<file path="src/rtl/orpe_pkg.sv">
package orpe_pkg;

    localparam int TOTAL_BITS_DEFAULT = 24;
    localparam int CONTENT_W          = 24;

    localparam logic [7:0] REC_PUBDEF = 8'h90;
    localparam logic [7:0] REC_LEDATA = 8'hA0;

    typedef enum logic [12:0] {
        PH_TYPE  = 13'b0000000000001,
        PH_LLO   = 13'b0000000000010,
        PH_LHI   = 13'b0000000000100,
        PH_IDX1  = 13'b0000000001000,
        PH_IDX2  = 13'b0000000010000,
        PH_SEG1  = 13'b0000000100000,
        PH_SEG2  = 13'b0000001000000,
        PH_W1    = 13'b0000010000000,
        PH_W2    = 13'b0000100000000,
        PH_NLEN  = 13'b0001000000000,
        PH_NAME  = 13'b0010000000000,
        PH_DBODY = 13'b0100000000000,
        PH_SKIP  = 13'b1000000000000
    } phase_t;

    typedef enum logic [1:0] {
        CLS_OTHER = 2'd0,
        CLS_PUB   = 2'd1,
        CLS_DATA  = 2'd2
    } rec_class_t;

    typedef struct packed {
        logic [7:0]           out_byte;
        logic                 byte_kind;
        logic                 name_last;
        logic                 duplicate_name;
        logic [CONTENT_W-1:0] content_total;
    } result_t;

endpackage

</file>
<file path="src/rtl/orpe_parser.sv">
module orpe_parser #(
    parameter int TOTAL_BITS = orpe_pkg::TOTAL_BITS_DEFAULT
) (
    input  logic              aclk,
    input  logic              aresetn,
    input  logic              step,
    input  logic [7:0]        data_byte,
    output logic              res_valid,
    output orpe_pkg::result_t res
);
    import orpe_pkg::*;

    phase_t                phase_reg, phase_next;
    rec_class_t            class_reg, class_next;
    logic [15:0]           left_reg, left_next;
    logic [6:0]            idx_high_reg, idx_high_next;
    logic                  seg_zero_reg, seg_zero_next;
    logic [7:0]            name_left_reg, name_left_next;
    logic                  name_seen_reg, name_seen_next;
    logic [TOTAL_BITS-1:0] total_reg, total_next;

    logic   last;
    logic   seg_is_zero;
    phase_t body_next;
    phase_t after_index;
    phase_t after_segment;

    assign last        = (left_reg <= 16'd1);
    assign after_index = (class_reg == CLS_PUB) ? PH_SEG1 : PH_W1;
    assign seg_is_zero = (phase_reg == PH_SEG2) ? ((idx_high_reg == 7'd0) && (data_byte == 8'd0))
                                                : (data_byte == 8'd0);
    assign after_segment = seg_is_zero ? PH_W1 : PH_NLEN;

    always_comb begin
        phase_next     = phase_reg;
        class_next     = class_reg;
        left_next      = left_reg;
        idx_high_next  = idx_high_reg;
        seg_zero_next  = seg_zero_reg;
        name_left_next = name_left_reg;
        name_seen_next = name_seen_reg;
        total_next     = total_reg;
        body_next      = phase_reg;
        res_valid      = 1'b0;
        res            = '0;
        res.out_byte   = data_byte;

        unique case (phase_reg)
            PH_TYPE: begin
                if (data_byte == REC_PUBDEF) begin
                    class_next = CLS_PUB;
                end else if (data_byte == REC_LEDATA) begin
                    class_next = CLS_DATA;
                end else begin
                    class_next = CLS_OTHER;
                end
                phase_next = PH_LLO;
            end
            PH_LLO: begin
                left_next  = {8'd0, data_byte};
                phase_next = PH_LHI;
            end
            PH_LHI: begin
                left_next = {data_byte, left_reg[7:0]};
                if ({data_byte, left_reg[7:0]} == 16'd0) begin
                    if (class_reg == CLS_PUB) begin
                        name_seen_next = 1'b1;
                    end
                    phase_next = PH_TYPE;
                end else begin
                    phase_next = (class_reg == CLS_OTHER) ? PH_SKIP : PH_IDX1;
                end
            end
            default: begin
                // Every remaining phase consumes one body byte of the record.
                unique case (phase_reg)
                    PH_IDX1:  body_next = data_byte[7] ? PH_IDX2 : after_index;
                    PH_IDX2:  body_next = after_index;
                    PH_SEG1: begin
                        if (data_byte[7]) begin
                            idx_high_next = data_byte[6:0];
                            body_next     = PH_SEG2;
                        end else begin
                            seg_zero_next = seg_is_zero;
                            body_next     = after_segment;
                        end
                    end
                    PH_SEG2: begin
                        seg_zero_next = seg_is_zero;
                        body_next     = after_segment;
                    end
                    PH_W1:    body_next = PH_W2;
                    PH_W2:    body_next = (class_reg == CLS_PUB) ? PH_NLEN : PH_DBODY;
                    PH_NLEN: begin
                        name_left_next = data_byte;
                        body_next      = (data_byte == 8'd0) ? PH_SKIP : PH_NAME;
                    end
                    PH_NAME: begin
                        res_valid          = 1'b1;
                        res.byte_kind      = 1'b0;
                        res.name_last      = (name_left_reg <= 8'd1) || last;
                        res.duplicate_name = name_seen_reg;
                        res.content_total  = CONTENT_W'(total_reg);
                        name_left_next     = name_left_reg - 8'd1;
                        if (name_left_reg == 8'd1) begin
                            body_next = PH_SKIP;
                        end
                    end
                    PH_DBODY: begin
                        // The final body byte is the checksum and is dropped.
                        if (!last) begin
                            if (total_reg != '1) begin
                                total_next = total_reg + TOTAL_BITS'(1);
                            end
                            res_valid         = 1'b1;
                            res.byte_kind     = 1'b1;
                            res.content_total = (total_reg != '1)
                                ? CONTENT_W'(total_reg + TOTAL_BITS'(1))
                                : CONTENT_W'(total_reg);
                        end
                    end
                    default:  body_next = PH_SKIP;
                endcase

                if (last) begin
                    left_next  = 16'd0;
                    phase_next = PH_TYPE;
                    if (class_reg == CLS_PUB) begin
                        name_seen_next = 1'b1;
                    end
                end else begin
                    left_next  = left_reg - 16'd1;
                    phase_next = body_next;
                end
            end
        endcase
    end

    always_ff @(posedge aclk) begin
        if (!aresetn) begin
            phase_reg     <= PH_TYPE;
            class_reg     <= CLS_OTHER;
            left_reg      <= '0;
            idx_high_reg  <= '0;
            seg_zero_reg  <= 1'b0;
            name_left_reg <= '0;
            name_seen_reg <= 1'b0;
            total_reg     <= '0;
        end else if (step) begin
            phase_reg     <= phase_next;
            class_reg     <= class_next;
            left_reg      <= left_next;
            idx_high_reg  <= idx_high_next;
            seg_zero_reg  <= seg_zero_next;
            name_left_reg <= name_left_next;
            name_seen_reg <= name_seen_next;
            total_reg     <= total_next;
        end
    end

endmodule

</file>
<file path="src/rtl/omf_record_payload_extractor.sv">
// Splits an object-file byte stream into records and passes on the name bytes of
// public-name records and the content bytes of data records, one input word per
// cycle. A word is held in an input register, the record parser updates its state
// from it in one pass of short logic, and any result lands in an output register;
// the input register refills in the same cycle that its held word moves on, so
// throughput is one word per cycle until the output side stalls.
// The running content total saturates at 2^TOTAL_BITS - 1 and is reported in 24 bits.
module omf_record_payload_extractor #(
    parameter int TOTAL_BITS = orpe_pkg::TOTAL_BITS_DEFAULT
) (
    input  logic                           aclk,
    input  logic                           aresetn,
    input  logic                           s_valid,
    output logic                           s_ready,
    input  logic [7:0]                     s_data_byte,
    output logic                           m_valid,
    input  logic                           m_ready,
    output logic [7:0]                     m_out_byte,
    output logic                           m_byte_kind,
    output logic                           m_name_last,
    output logic                           m_duplicate_name,
    output logic [orpe_pkg::CONTENT_W-1:0] m_content_total
);
    import orpe_pkg::*;

    logic       in_valid_reg, in_valid_next;
    logic [7:0] in_byte_reg;
    logic       out_valid_reg, out_valid_next;
    result_t    out_reg;

    logic    advance;
    logic    res_valid;
    result_t res;

    // The held word moves on whenever the output register is free or being emptied.
    assign advance = in_valid_reg && (!out_valid_reg || m_ready);
    assign s_ready = !in_valid_reg || advance;

    orpe_parser #(
        .TOTAL_BITS(TOTAL_BITS)
    ) u_parser (
        .aclk      (aclk),
        .aresetn   (aresetn),
        .step      (advance),
        .data_byte (in_byte_reg),
        .res_valid (res_valid),
        .res       (res)
    );

    always_comb begin
        in_valid_next = in_valid_reg;
        if (s_valid && s_ready) begin
            in_valid_next = 1'b1;
        end else if (advance) begin
            in_valid_next = 1'b0;
        end

        out_valid_next = out_valid_reg;
        if (advance) begin
            out_valid_next = res_valid;
        end else if (m_ready) begin
            out_valid_next = 1'b0;
        end
    end

    always_ff @(posedge aclk) begin
        if (!aresetn) begin
            in_valid_reg  <= 1'b0;
            out_valid_reg <= 1'b0;
        end else begin
            in_valid_reg  <= in_valid_next;
            out_valid_reg <= out_valid_next;
        end
    end

    always_ff @(posedge aclk) begin
        if (s_valid && s_ready) begin
            in_byte_reg <= s_data_byte;
        end
        if (advance && res_valid) begin
            out_reg <= res;
        end
    end

    assign m_valid          = out_valid_reg;
    assign m_out_byte       = out_reg.out_byte;
    assign m_byte_kind      = out_reg.byte_kind;
    assign m_name_last      = out_reg.name_last;
    assign m_duplicate_name = out_reg.duplicate_name;
    assign m_content_total  = out_reg.content_total;

endmodule
</file>
<file path="config.mk">
export PLATFORM = sky130hd
export DESIGN_NAME = omf_record_payload_extractor
export DESIGN_NICKNAME = d
export VERILOG_FILES = /design/src/rtl/orpe_pkg.sv /design/src/rtl/orpe_parser.sv /design/src/rtl/omf_record_payload_extractor.sv
export SDC_FILE = /design/constraint.sdc
export NUM_CORES = 1
export LEC_CHECK = 0
export ABC_CLOCK_PERIOD_IN_PS = 6000
export BUFFER_PORTS_ARGS = -buffer_cell sky130_fd_sc_hd__buf_2
export CORE_ASPECT_RATIO = 0.75
export CORE_UTILIZATION = 40
export CTS_CLUSTER_SIZE = 20
export DETAILED_ROUTE_END_ITERATION = 10
export SETUP_SLACK_MARGIN = 0.1
export SYNTH_ARGS = -nofsm -noshare
export SYNTH_HDL_FRONTEND = slang
export SYNTH_SLANG_ARGS = --single-unit
</file>
<file path="constraint.sdc">
create_clock -name aclk -period 6 [get_ports aclk]
set_input_delay 0.3 -clock aclk [delete_from_list [all_inputs] [get_ports aclk]]
set_output_delay 0.3 -clock aclk [all_outputs]
set_load 0.05 [all_outputs]
</file>
Word level (Yosys, flattened, before mapping)
Cells that the tools add are included.
{"block": "totals", "ff_bits": 116, "inputBits": 12}
{"block": "classes", "reduce_logical": 29, "n_eq_ne": 20, "muxes": 32, "bitwise": 7, "add_sub_neg": 3, "n_lt_le_gt_ge": 2}
{"op": "13-bit case mux with 9 select lines", "count": 1}
{"op": "13-bit 2-to-1 mux", "count": 7}
{"op": "24-bit 2-to-1 mux", "count": 2}
{"op": "16-bit case mux with 3 select lines", "count": 1}
{"op": "24-bit case mux with 2 select lines", "count": 1}
{"op": "13-bit case mux with 3 select lines", "count": 1}
{"op": "24-bit by 1-bit adder with 24-bit output (second input constant)", "count": 1}
{"op": "24-bit inequality test (second input constant)", "count": 1}
{"op": "8-bit == test (second input constant)", "count": 2}
{"op": "16-bit by 1-bit <= comparator with 1-bit output (second input constant)", "count": 1}
{"op": "16-bit zero test", "count": 1}
{"op": "16-bit 2-to-1 mux", "count": 1}
{"op": "8-bit case mux with 2 select lines", "count": 1}
{"op": "16-bit by 1-bit subtractor with 16-bit output (second input constant)", "count": 1}
{"op": "13-bit by 1-bit == test with 1-bit output (second input constant)", "count": 1}
{"op": "13-bit by 10-bit == test with 1-bit output (second input constant)", "count": 1}
{"op": "13-bit by 11-bit == test with 1-bit output (second input constant)", "count": 1}
{"op": "13-bit by 12-bit == test with 1-bit output (second input constant)", "count": 1}
{"op": "13-bit by 2-bit == test with 1-bit output (second input constant)", "count": 1}
{"op": "13-bit by 3-bit == test with 1-bit output (second input constant)", "count": 1}
{"op": "13-bit by 4-bit == test with 1-bit output (second input constant)", "count": 1}
{"op": "13-bit by 5-bit == test with 1-bit output (second input constant)", "count": 1}
{"op": "13-bit by 6-bit == test with 1-bit output (second input constant)", "count": 1}
{"op": "13-bit by 7-bit == test with 1-bit output (second input constant)", "count": 1}
{"op": "29 further kinds", "count": 61}

Longest topological paths before layout
{"block": "depth", "word_depth": 8, "mapped_depth": 10, "depth_no_buf": 9}

Modules after synthesis
Synthesis repeated with hierarchy kept, for this count alone.
{"block": "hier_totals", "hier_cells": 748, "area_unflattened_um2": 6593.8}
{"module": "orpe_parser", "area_each_um2": 5190.0, "instances": 1, "seq_area_each_um2": 1421.4, "cells_each": 692}
{"module": "omf_record_payload_extractor", "area_each_um2": 1403.8, "instances": 1, "seq_area_each_um2": 1331.3, "cells_each": 56}

Least setup slack after synthesis
No wires, ideal clock.
{"block": "synth_path", "kind": "register to register", "from": "reg u_parser.phase_reg[4]", "to": "reg out_reg (netlist bit m_byte_kind) (enable)", "stages_incl_launch_ff": 8, "synth_period_minus_slack_ns": 5.082, "arrival_ns": 4.599, "required_ns": 5.516, "setup_time_ns": 0.484, "path_slack_ns": 0.918, "path_cell_list": "dfxtp_1 > buf_6 > or4_1 > buf_2 > or4_1 > a31o_1 > buf_6 > a21boi_0"}
{"block": "synth_via", "elab_chain_len": 4}
{"item": "start, declared", "line_no": "orpe_parser.sv:13", "source": "phase_t phase_reg, phase_next;"}
{"item": "start signal, assigned", "line_no": "orpe_parser.sv:150", "source": "phase_reg <= phase_next;"}
{"item": "13-bit by 12-bit == test with 1-bit output (tied with other cells)", "line_no": "orpe_parser.sv:76", "source": "unique case (phase_reg)"}
{"item": "1-bit case mux with 2 select lines or 3-bit OR reduction (tied branches)"}
{"item": "1-bit 2-to-1 mux (*)", "line_no": "orpe_parser.sv:48", "source": "unique case (phase_reg)"}
{"item": "1-bit logical AND (*)", "line_no": "omf_record_payload_extractor.sv:80", "source": "if (advance && res_valid) begin"}
{"item": "end signal, assigned", "line_no": "omf_record_payload_extractor.sv:81", "source": "out_reg <= res;"}
{"item": "end, declared", "line_no": "omf_record_payload_extractor.sv:29", "source": "result_t out_reg;"}
Every way passes the cells marked *; elsewhere a longest branch is shown, timed or not.
A chain may end at the register's enable or synchronous reset.

Worst setup path after layout
{"block": "layout_path", "from": "reg u_parser.left_reg[11]", "to": "reg out_reg (netlist bit m_content_total[12]), data pin"}
{"block": "layout_via", "elab_chain_len": 3}
{"item": "start, declared", "line_no": "orpe_parser.sv:15", "source": "logic [15:0] left_reg, left_next;"}
{"item": "start signal, assigned", "line_no": "orpe_parser.sv:152", "source": "left_reg <= left_next;"}
{"item": "16-bit by 1-bit <= comparator with 1-bit output", "line_no": "orpe_parser.sv:28", "source": "assign last = (left_reg <= 16'd1);"}
{"item": "24-bit 2-to-1 mux", "line_no": "orpe_parser.sv:111", "source": "if (!last) begin"}
{"item": "24-bit case mux with 2 select lines", "line_no": "orpe_parser.sv:76"}
No other way between the ends.

==> results.txt <==
----------------------------------------------------
[Floorplanning]
  Placeable core region ... 0.0154 sq mm
  Number of top-level design ports ... 49
  Row count ... 39
  Die width ... 148 um
  Die outline height ... 111 um
  Initial core utilization ... 41.3%
  DIE AREA ... 0.0164 sq mm

[STA]
  Final number of max-transition violations ... 0
  Setup TNS ... 0 ps
  Maximum clock skew at final layout ... 6.46 ps
  Worst max-slew margin expressed relative to the limit ... 19.7%
  Final min period ... 3720 ps
  Final setup viols ... 0
  Fmax achieved ... 269 MHz
  Final critical-path share of the clock period ... 62.0%
  Slew at the pin with the worst max-slew slack ... 1200 ps
  RSZ-0062 raised after global routing ... no
  Number of endpoints with negative hold slack in the final report ... 0

[Clock network]
  Longest Clk Path Bufs ... 2
  Worst-skew pair later-pin latency ... 420 ps
  Master cell of the clock root buffer ... sky130_fd_sc_hd__clkbuf_16
  Number of buffers added by the clock tree synthesis step ... 17
  Deepest level of the CTS H-tree ... 4
  Clk pin slew, worst setup/hold paths ... 50 ps
  CTS tree ... yes
  TritonCTS sink count ... 116
  # hold bufs at CTS ... 0
  Post-cts sizing count ... 0
  Post-CTS Repair Setup Buffers ... 0

[Placement]
  HPWL after detailed placement ... 12000 um
  Number of buffers inserted by port buffering ... 48
  Instance area at placement ... 0.00668 sq mm
  Weighted congestion reported at the end of routability-driven placement ... 0.917

[Synthesis]
  Cell area after synthesis ... 0.00637 sq mm
  Warnings, synthesis ... 0
  Fraction of synthesized area in multiplexers ... 2.04%
  Syn avg cell area ... 8.75 sq um
  Count of flip-flops with a built-in enable after synthesis ... 43
  Simple-gate area share of the yosys netlist ... 29.4%
  Cell variety after synth ... 61
  Leading cell types by total area after synthesis ... sky130_fd_sc_hd__dfxtp_1 (23%), sky130_fd_sc_hd__edfxtp_1 (20%), sky130_fd_sc_hd__nand3_1 (3.9%)
  Area share of the largest cell type after synthesis ... 22.9%
  Post-synthesis instance total ... 728
  Share of the synthesized area in compound gates (AO/OA/AOI/OAI) ... 16.6%
  Dominant cell type by area after synthesis ... sky130_fd_sc_hd__dfxtp_1
  Dominant synthesized flop cell ... sky130_fd_sc_hd__dfxtp_1
  Fraction of synthesis flops using an asynchronous set or reset pin ... 0%
  Number of synthesized register bits ... 116
  Fraction of synthesized cell area in xor and xnor cells ... 3.30%
  Seq/Total Area, Yosys ... 43.2%
  Combinational family with the most area after synthesis ... simple AND/OR/NAND/NOR gates
  Synth Net Count ... 745
  Arithmetic-cell share of the synthesized area counting full adders, half adders and majority gates ... 0.982%

[Routing]
  Count of unresolved DRC violations after routing ... 0
  Met3 routed wirelength ... 1360 um
  Highest routed layer ... met4
  DR pass1 iterations ... 5
  Drt first-iter violations ... 592
  DRT antenna net count ... 0
  Routed met1 length ... 8580 um
  Routed via count ... 5658
  Aggregate routed wire length ... 17200 um
  Routed wire per std cell ... 17.9 um
  Met2 routed wirelength ... 7030 um
  Average via count per standard cell ... 5.89

[Worst setup path]
  Critical path data required time ... 6170 ps
  Biggest cell delay along the critical path ... 770 ps
  Launch point of the worst reg-to-reg path ... u_parser.left_reg[11]
  Slowest cell on the critical path ... sky130_fd_sc_hd__a31o_1
  Element type at the critical path end ... flop
  Critical path, cell by cell ... nor4_1 -> and3_1 -> a31o_1 -> inv_1 -> and3_1 -> a211o_1
  Critical-path maximum fanout ... 29
  Critical Setup Path Class ... reg -> reg
  Startpoint of the most critical setup path ... u_parser.left_reg[11]
  Element type at the critical path start ... flop
  Data arrival time at the worst-slack endpoint ... 3890 ps
  Cell repeated most along the worst path ... sky130_fd_sc_hd__and3_1

[Worst hold path]
  Hold Startpoint ... s_data_byte[0]
  Kind of path behind the tightest hold check ... in -> reg

[Power]
  Power Dens Cells ... 302 mW/mm^2
  Worst IR Drop VDD ... 185 uV
  Leakage component of the power ... 2.62 nW

[Global route]
  Vias in the first global route ... 5148
  Remaining Overflow, GRT ... 0
  First-pass GRT wire length ... 27700 um
  Pin count of the biggest net entering global routing ... 84
  Number of antenna violations at the first check in global routing ... 1
  Total routing resource utilization after global routing ... 21.8%

[Cells and area]
  Total non-filler cell area in the finished layout ... 0.00720 sq mm
  Most common cell after layout, fill and taps aside ... sky130_fd_sc_hd__dfxtp_1
  Area of the multi-input gates ... 0.00335 sq mm
  Ratio of cells with drive above 1 in the final layout ... 12.3%
  Commonest cells after routing, fill and taps aside ... sky130_fd_sc_hd__dfxtp_1 (73), sky130_fd_sc_hd__nand2_1 (65), sky130_fd_sc_hd__nand3_1 (50)
  Total Nets Final ... 759
  Sequential cell area ... 0.00275 sq mm
  Post-layout utilization of the core ... 46.7%
  Fill cell instance count of the final layout ... 1480
  Synthesis-to-layout area growth ... 13.0%

[Run]
  Reported max-cap violation count ... 0

[Run status]
  Run status ... completed

----------------------------------------------------
## where the power goes
group / total [W] / switching (W) / internal [W] / leakage, nW
sequential: 0.000873 / 0.0000387 / 0.000835 / 1.05
clock: 0.000902 / 0.000337 / 0.000565 / 0.253
combinational: 0.000398 / 0.000258 / 0.000140 / 1.31
## area by class of cell
type,count,share of cell area (%)
multi-input combinational,542,46.5
sequential,116,38.2
clock buffer,22,6.31
timing repair buffer,53,3.86
tap,205,3.56
clock inverter,9,0.869
inverter,12,0.625
antenna,1,0.0347
## path summary, 6_finish.rpt
kind / endpoint / slack (ps) / depth (start not counted)
max: m_content_total[12] / 2280 / 6
min: in_byte_reg[0] / 60 / 1
max reg2reg: m_content_total[12] / 2280 / 6
min reg2reg: u_parser.left_reg[14] / 460 / 2
## metrics by stage
stage	std cells	hold WS, ps	setup slack (ps)	total power (W)
6_report	960	58.1	2280	0.00217
5_1_grt	960	41.0	1950	0.00226
4_1_cts	959	47.3	2260	0.00217
3_5_place_dp	928	448	2310	0.00127
3_3_place_gp	928	454	2310	0.00127
2_1_floorplan	728	399	918	0.00117
## synth_stat cells (all sizes together) (7+ instances only)
cell and count:
buf 11, o21ai 40, nor4 25, or3 16
xor2 11, and2 25, nand2b 7, a31oi 7
edfxtp 43, inv 12, dfxtp 73, a22oi 8
o31ai 7, nor3 30, nor2b 18, nand2 65
xnor2 13, mux2i 13, or4 12, nor2 43
nand4 16, nand3 50, and3 8, a21oi 27
clkbuf 47, o211ai 16, a21boi 12
## kinds of logic after synthesis
logic type	after synthesis
compound gates	157
xor+xnor	24
fa+ha+maj	5
buf+inv	70
flops	116
mux	13
simple gates	343
## critical path: cells and delay by family (launching register included)
family          cells  cell delay [ps]
simple gates        3             1380
flops               1              350
buf+inv             1              690
compound gates      2             1030
## layer usage
metal  track usage, %  vias up
met5                0        -
met1             32.7     2665
met3             6.58       17
li1                 -     2747
met2             29.9      229
met4             5.15        0
(Power assumes the default switching activity.)
